### src/design/sgm_pkg.sv
// ----------------------------------------------------------------------------
// sgm_pkg
// shared types, codes and constants of the genotype matrix-vector accumulator
// ----------------------------------------------------------------------------
package sgm_pkg;

    localparam int DEF_MAX_INDIVIDUALS = 4096;
    localparam int DEF_MAX_COMPONENTS  = 8;

    localparam int               COUNT_W     = 13;
    localparam logic [12:0]      COUNT_RESET = 13'd4096;
    localparam logic [0:0]       REG_COUNT   = 1'b0;

    localparam logic [19:0]      SD_ONE      = 20'd65536;

    // divider geometry: 54-bit dividend, 20-bit divisor, two quotient bits a cycle
    localparam int DIVD_W     = 54;
    localparam int DIVS_W     = 20;
    localparam int REM_W      = 21;
    localparam int DIV_ITERS  = DIVD_W / 2;
    localparam int DIV_CNT_W  = 5;

    typedef enum logic [1:0] {
        ACT_ACCUM = 2'd0,
        ACT_READ  = 2'd1,
        ACT_CLEAR = 2'd2,
        ACT_NONE  = 2'd3
    } t_action;

    typedef enum logic [3:0] {
        S_INIT_CLR,
        S_IDLE,
        S_DISPATCH,
        S_LANE,
        S_MUL,
        S_DIV_START,
        S_DIV_WAIT,
        S_MEM_RD,
        S_MEM_WR,
        S_RD_ISSUE,
        S_CLR,
        S_DONE
    } t_state;

    typedef struct packed {
        logic in_ready;
        logic load;
        logic lane_inc;
        logic mul_en;
        logic div_start;
        logic mem_rd;
        logic mem_wr;
        logic sweep_wr;
        logic out_load;
    } t_cmd;

    typedef struct packed {
        logic    in_valid;
        t_action action;
        logic    lane_ok;
        logic    lane_last;
        logic    div_busy;
        logic    sweep_last;
        logic    out_free;
    } t_status;

endpackage

### src/design/sgm_ctrl.sv
// ----------------------------------------------------------------------------
// sgm_ctrl
// sequencer: walks one item through lanes, divider and memory
// ----------------------------------------------------------------------------
module sgm_ctrl
    import sgm_pkg::*;
(
    input  logic    i_clk,
    input  logic    i_rst_n,
    input  t_status i_status,
    output t_cmd    o_cmd
);

    t_state r_state;
    t_state n_state;

    always_ff @(posedge i_clk) begin
        if (!i_rst_n) begin
            r_state <= S_INIT_CLR;
        end else begin
            r_state <= n_state;
        end
    end

    always_comb begin
        n_state = r_state;
        unique case (r_state)
            S_INIT_CLR: begin
                if (i_status.sweep_last) n_state = S_IDLE;
            end
            S_IDLE: begin
                if (i_status.in_valid) n_state = S_DISPATCH;
            end
            S_DISPATCH: begin
                unique case (i_status.action)
                    ACT_ACCUM: n_state = S_LANE;
                    ACT_READ:  n_state = S_RD_ISSUE;
                    ACT_CLEAR: n_state = S_CLR;
                    default:   n_state = S_DONE;
                endcase
            end
            S_LANE: begin
                if (i_status.lane_ok) n_state = S_MUL;
                else if (i_status.lane_last) n_state = S_DONE;
            end
            S_MUL:       n_state = S_DIV_START;
            S_DIV_START: n_state = S_DIV_WAIT;
            S_DIV_WAIT: begin
                if (!i_status.div_busy) n_state = S_MEM_RD;
            end
            S_MEM_RD:    n_state = S_MEM_WR;
            S_MEM_WR: begin
                n_state = i_status.lane_last ? S_DONE : S_LANE;
            end
            S_RD_ISSUE:  n_state = S_DONE;
            S_CLR: begin
                if (i_status.sweep_last) n_state = S_DONE;
            end
            S_DONE: begin
                if (i_status.out_free) n_state = S_IDLE;
            end
            default:     n_state = S_IDLE;
        endcase
    end

    always_comb begin
        o_cmd = '0;
        unique case (r_state)
            S_INIT_CLR:  o_cmd.sweep_wr = 1'b1;
            S_IDLE: begin
                o_cmd.in_ready = 1'b1;
                o_cmd.load     = i_status.in_valid;
            end
            S_LANE: begin
                o_cmd.lane_inc = !i_status.lane_ok && !i_status.lane_last;
            end
            S_MUL:       o_cmd.mul_en    = 1'b1;
            S_DIV_START: o_cmd.div_start = 1'b1;
            S_MEM_RD:    o_cmd.mem_rd    = 1'b1;
            S_MEM_WR: begin
                o_cmd.mem_wr   = 1'b1;
                o_cmd.lane_inc = !i_status.lane_last;
            end
            S_RD_ISSUE:  o_cmd.mem_rd   = 1'b1;
            S_CLR:       o_cmd.sweep_wr = 1'b1;
            S_DONE:      o_cmd.out_load = i_status.out_free;
            default:     o_cmd = '0;
        endcase
    end

endmodule

### config.mk
export PLATFORM = sky130hd
export DESIGN_NAME = sgm_ctrl
export DESIGN_NICKNAME = d
export VERILOG_FILES = /design/src/design/sgm_pkg.sv /design/src/design/sgm_ctrl.sv
export SDC_FILE = /design/constraint.sdc
export NUM_CORES = 1
export LEC_CHECK = 0
export ABC_AREA = 1
export ABC_CLOCK_PERIOD_IN_PS = 1400
export BUFFER_PORTS_ARGS = -buffer_cell sky130_fd_sc_hd__clkbuf_2
export CAP_MARGIN = 20
export CORE_AREA = 3 3 40 42
export DETAILED_ROUTE_END_ITERATION = 6
export DIE_AREA = 0 0 43 45
export PLACE_DENSITY_LB_ADDON = 0.15
export SLEW_MARGIN = 10
export SYNTH_ARGS = -nofsm -noshare
export SYNTH_HDL_FRONTEND = slang
export SYNTH_SLANG_ARGS = --single-unit
### constraint.sdc
create_clock -name i_clk -period 1.4 [get_ports i_clk]
set_input_delay 0.14 -clock i_clk [delete_from_list [all_inputs] [get_ports i_clk]]
set_output_delay 0.14 -clock i_clk [all_outputs]
set_load 0.1 [all_outputs]
# == Yosys cells after proc, flatten, opt, wreduce, memory -nomap -nowiden ==
# Cells that the tools add are included.
# word_totals
regBits,4
output_inout_bits,9
elab_cells,46
# op_classes
n_eq_ne,19
n_mux,18
n_reduce_logical,8
# op_table
op,n
$pmux 4 s12,1
$mux 4,8
$eq 4x3->1 const B,4
$eq 4x4->1 const B,4
$pmux 4 s3,1
$ne 2x2->1 const B,5
$eq 4x2->1 const B,2
$mux 1,6
$reduce_and 6->1,1
$eq 4x1->1 const B,1
$logic_not 4->1,1
$reduce_or 2->1,2
$ne 3x3->1 const B,1
$eq 2x1->1 const B,1
$eq 2x2->1 const B,1
$logic_not 1->1,2
$logic_not 2->1,1
$mux 2,1
$pmux 1 s2,1
$logic_and 1x1->1,1

# == Logic depth before layout (Yosys ltp) ==
# logic_depth
word_depth,3
ltp_mapped,10
mapped_depth_nobuf,10

# == Worst setup path before layout ==
# No wires, ideal clock.
# synth_path
kind,reg2out
start,register r_state[3]
end,output o_cmd[6] (netlist name)
arrival_time_ns,2.824
path_slack_ns,-1.564
stages_incl_launch_ff,3
path_buffers,0
path_cell_list,dfxtp_1 > nand2_2 > o31ai_1
# synth_rtl
item,line,source
"start, declared",sgm_ctrl.sv:14,t_state r_state;
"start signal, assigned",sgm_ctrl.sv:21,r_state <= n_state;
"end, declared",sgm_ctrl.sv:11,output t_cmd o_cmd

==> results_dict.tcl <==
set metrics [dict create \
    seqCellArea_sq_um 95.1 \
    grt_use_total 0.176 \
    clock-sinks 4 \
    start_util 0.352 \
    worst_ep_required_time_ns 1.26 \
    fp-row-count 13 \
    first_iter_violations 13 \
    io_buffers 18 \
    tritoncts "built" \
    numCtsBuffers 3 \
    place_hpwl_microns 1100 \
    grt_pass1_vias 630 \
    die-width_microns 43 \
    setup_viol 0 \
    top_register "r_state" \
    holdCritPathClass "primary input to register" \
    route.detailed.drc 0 \
    synth_cell_types 19 \
    fin_cells 124 \
    firstDrtPassIters 4 \
    fin_skew_ns 0.00291 \
    ys.warnings.count 0 \
    area_growth_syn_to_layout_pct 109 \
    syn-num-nets 92 \
    cp-start-kind "register" \
    seq_area_frac_synth 0.177 \
    syn_inst 82 \
    pwr_density_cell_nw_per_um2 2250 \
    cts_htree_levels 1 \
    holdWs_ns 0.125 \
    max-slew-margin-rel 0.852 \
    tightest_slew_ns 0.222 \
    antenna_found_initial 0 \
    fp.coreArea_sq_um 1280 \
    overflow 0 \
    die_area_sq_um 1940 \
    rsz0062_at_grt "true" \
    worstSetupPathType "register to output port" \
    nNetsFinal 121 \
    final_antenna_net_count 0 \
    leakagePower_uw 0.000424 \
    antenna_cells 0 \
    final_common_cell "nand2_1" \
    drive_gt1_frac 0.633 \
    avgSynthCellArea_sq_um 5.52 \
    clock_latency_ns 0.23 \
    dp_cells 116 \
    multi_input_comb_area_sq_um 447 \
    min_period_ns 1.40 \
    ios 19 \
    peakVddDrop_mv 1.14 \
    cts_buffer_depth 2 \
    cp_data_arrival_time_ns 1.26 \
    vias 614 \
    max_freq_mhz 715 \
    fin_total_pwr_uw 2130 \
    largest_register_ffs 4 \
    viasPerCell 4.95 \
    grt_pass1_wl_microns 2640 \
    die_h_microns 45 \
    wl_microns 1510 \
    reg_top3 "r_state: 4 flops" \
    slew_viol_final 0 \
    gp_congestion 0.901 \
    cap_violations 0 \
    cp-end-kind "output port" \
    period_share 0.999 \
    fillers 101 \
    clk_pin_slew_ns 0.04 \
    layout_common_cells "nand2_1 (12), clkbuf_2 (9), buf_12 (9)" \
    grt_max_degree 8 \
    status "complete, no violations" \
    synth_seq_cells 4 \
    clockRootBuffer "clkbuf_4" \
    hold_violations 0 \
    wire_per_inst_microns 12.2 \
    synth_area_sq_um 453 \
    cp_max_fo 6 \
]
## power breakdown
part	internal, uW	switching [uW]
combinational	613	1090
clock	95.9	47.7
sequential	173	107
total	882	1250
## critical path, cell delays in order (launching register included)
cell	delay, ns
dfxtp_4	0.37
nor2_4	0.14
inv_4	0.08
o31ai_4	0.21
buf_12	0.21
## synthesized netlist by cell type, drive strengths merged
master,n,area (sq um)
inv,16,60.1
o21ai,3,15.0
nand4,1,6.26
o22ai,2,12.5
a21oi,3,18.8
nor2,20,97.6
dfxtp,4,80.1
nand2,19,81.3
nor3,2,10.0
nand3,10,55.1
clkinv,1,8.76
o31ai,1,7.51
## path summary, 6_finish.rpt
check,start,to,slack [ns],depth (start not counted)
setup reg to reg,r_state[3]$_SDFFE_PN0P_,r_state[1]$_SDFFE_PN0P_,0.11,9
hold reg to reg,r_state[1]$_SDFFE_PN0P_,r_state[1]$_SDFFE_PN0P_,0.55,2
hold / removal,i_rst_n,r_state[0]$_SDFFE_PN0P_,0.13,3
setup / recovery,r_state[0]$_SDFFE_PN0P_,o_cmd[6],0.002,4
## area by class of cell
cell class	count	share of cell area
timing repair buffer	24	0.293
clock buffer	3	0.0238
inverter	17	0.0911
multi-input combinational	61	0.472
sequential	4	0.100
tap	15	0.0198
## metal layers
layer,track usage,vias up,share of wire
met3,0.0199,0,0.059
met2,0.314,25,0.55
met5,0,-,0
met4,0.0783,0,0
li1,-,319,-
met1,0.212,270,0.39
## what timing repair did
action                     CTS  global route
setup buffers                4             2
hold buffers                 0             0
setup endpoints to repair    8             8
resized for setup           17            14
pin swaps                    4             9
cloned                       0             0
## metrics by stage
stage | utilization | cell area [sq um] | setup TNS, ns | worst slack, ns
finish | 0.737 | 947 | 0 | 0.00172
global route | 0.737 | 947 | -0.0980 | -0.0357
CTS | 0.693 | 891 | -0.00116 | -0.00116
detailed placement | 0.619 | 796 | 0 | 0.0696
global placement | 0.619 | 796 | 0 | 0.0871
floorplan | - | 544 | -0.971 | -0.254
## kinds of logic (layout without fill, tap and decap cells)
kind of cell	after synthesis	count (layout)	share of synthesized area
buf+inv	17	44	0.152
flops	4	4	0.177
compound gates	9	9	0.119
simple gates	52	52	0.552
Power figures use the tool's default switching activity.
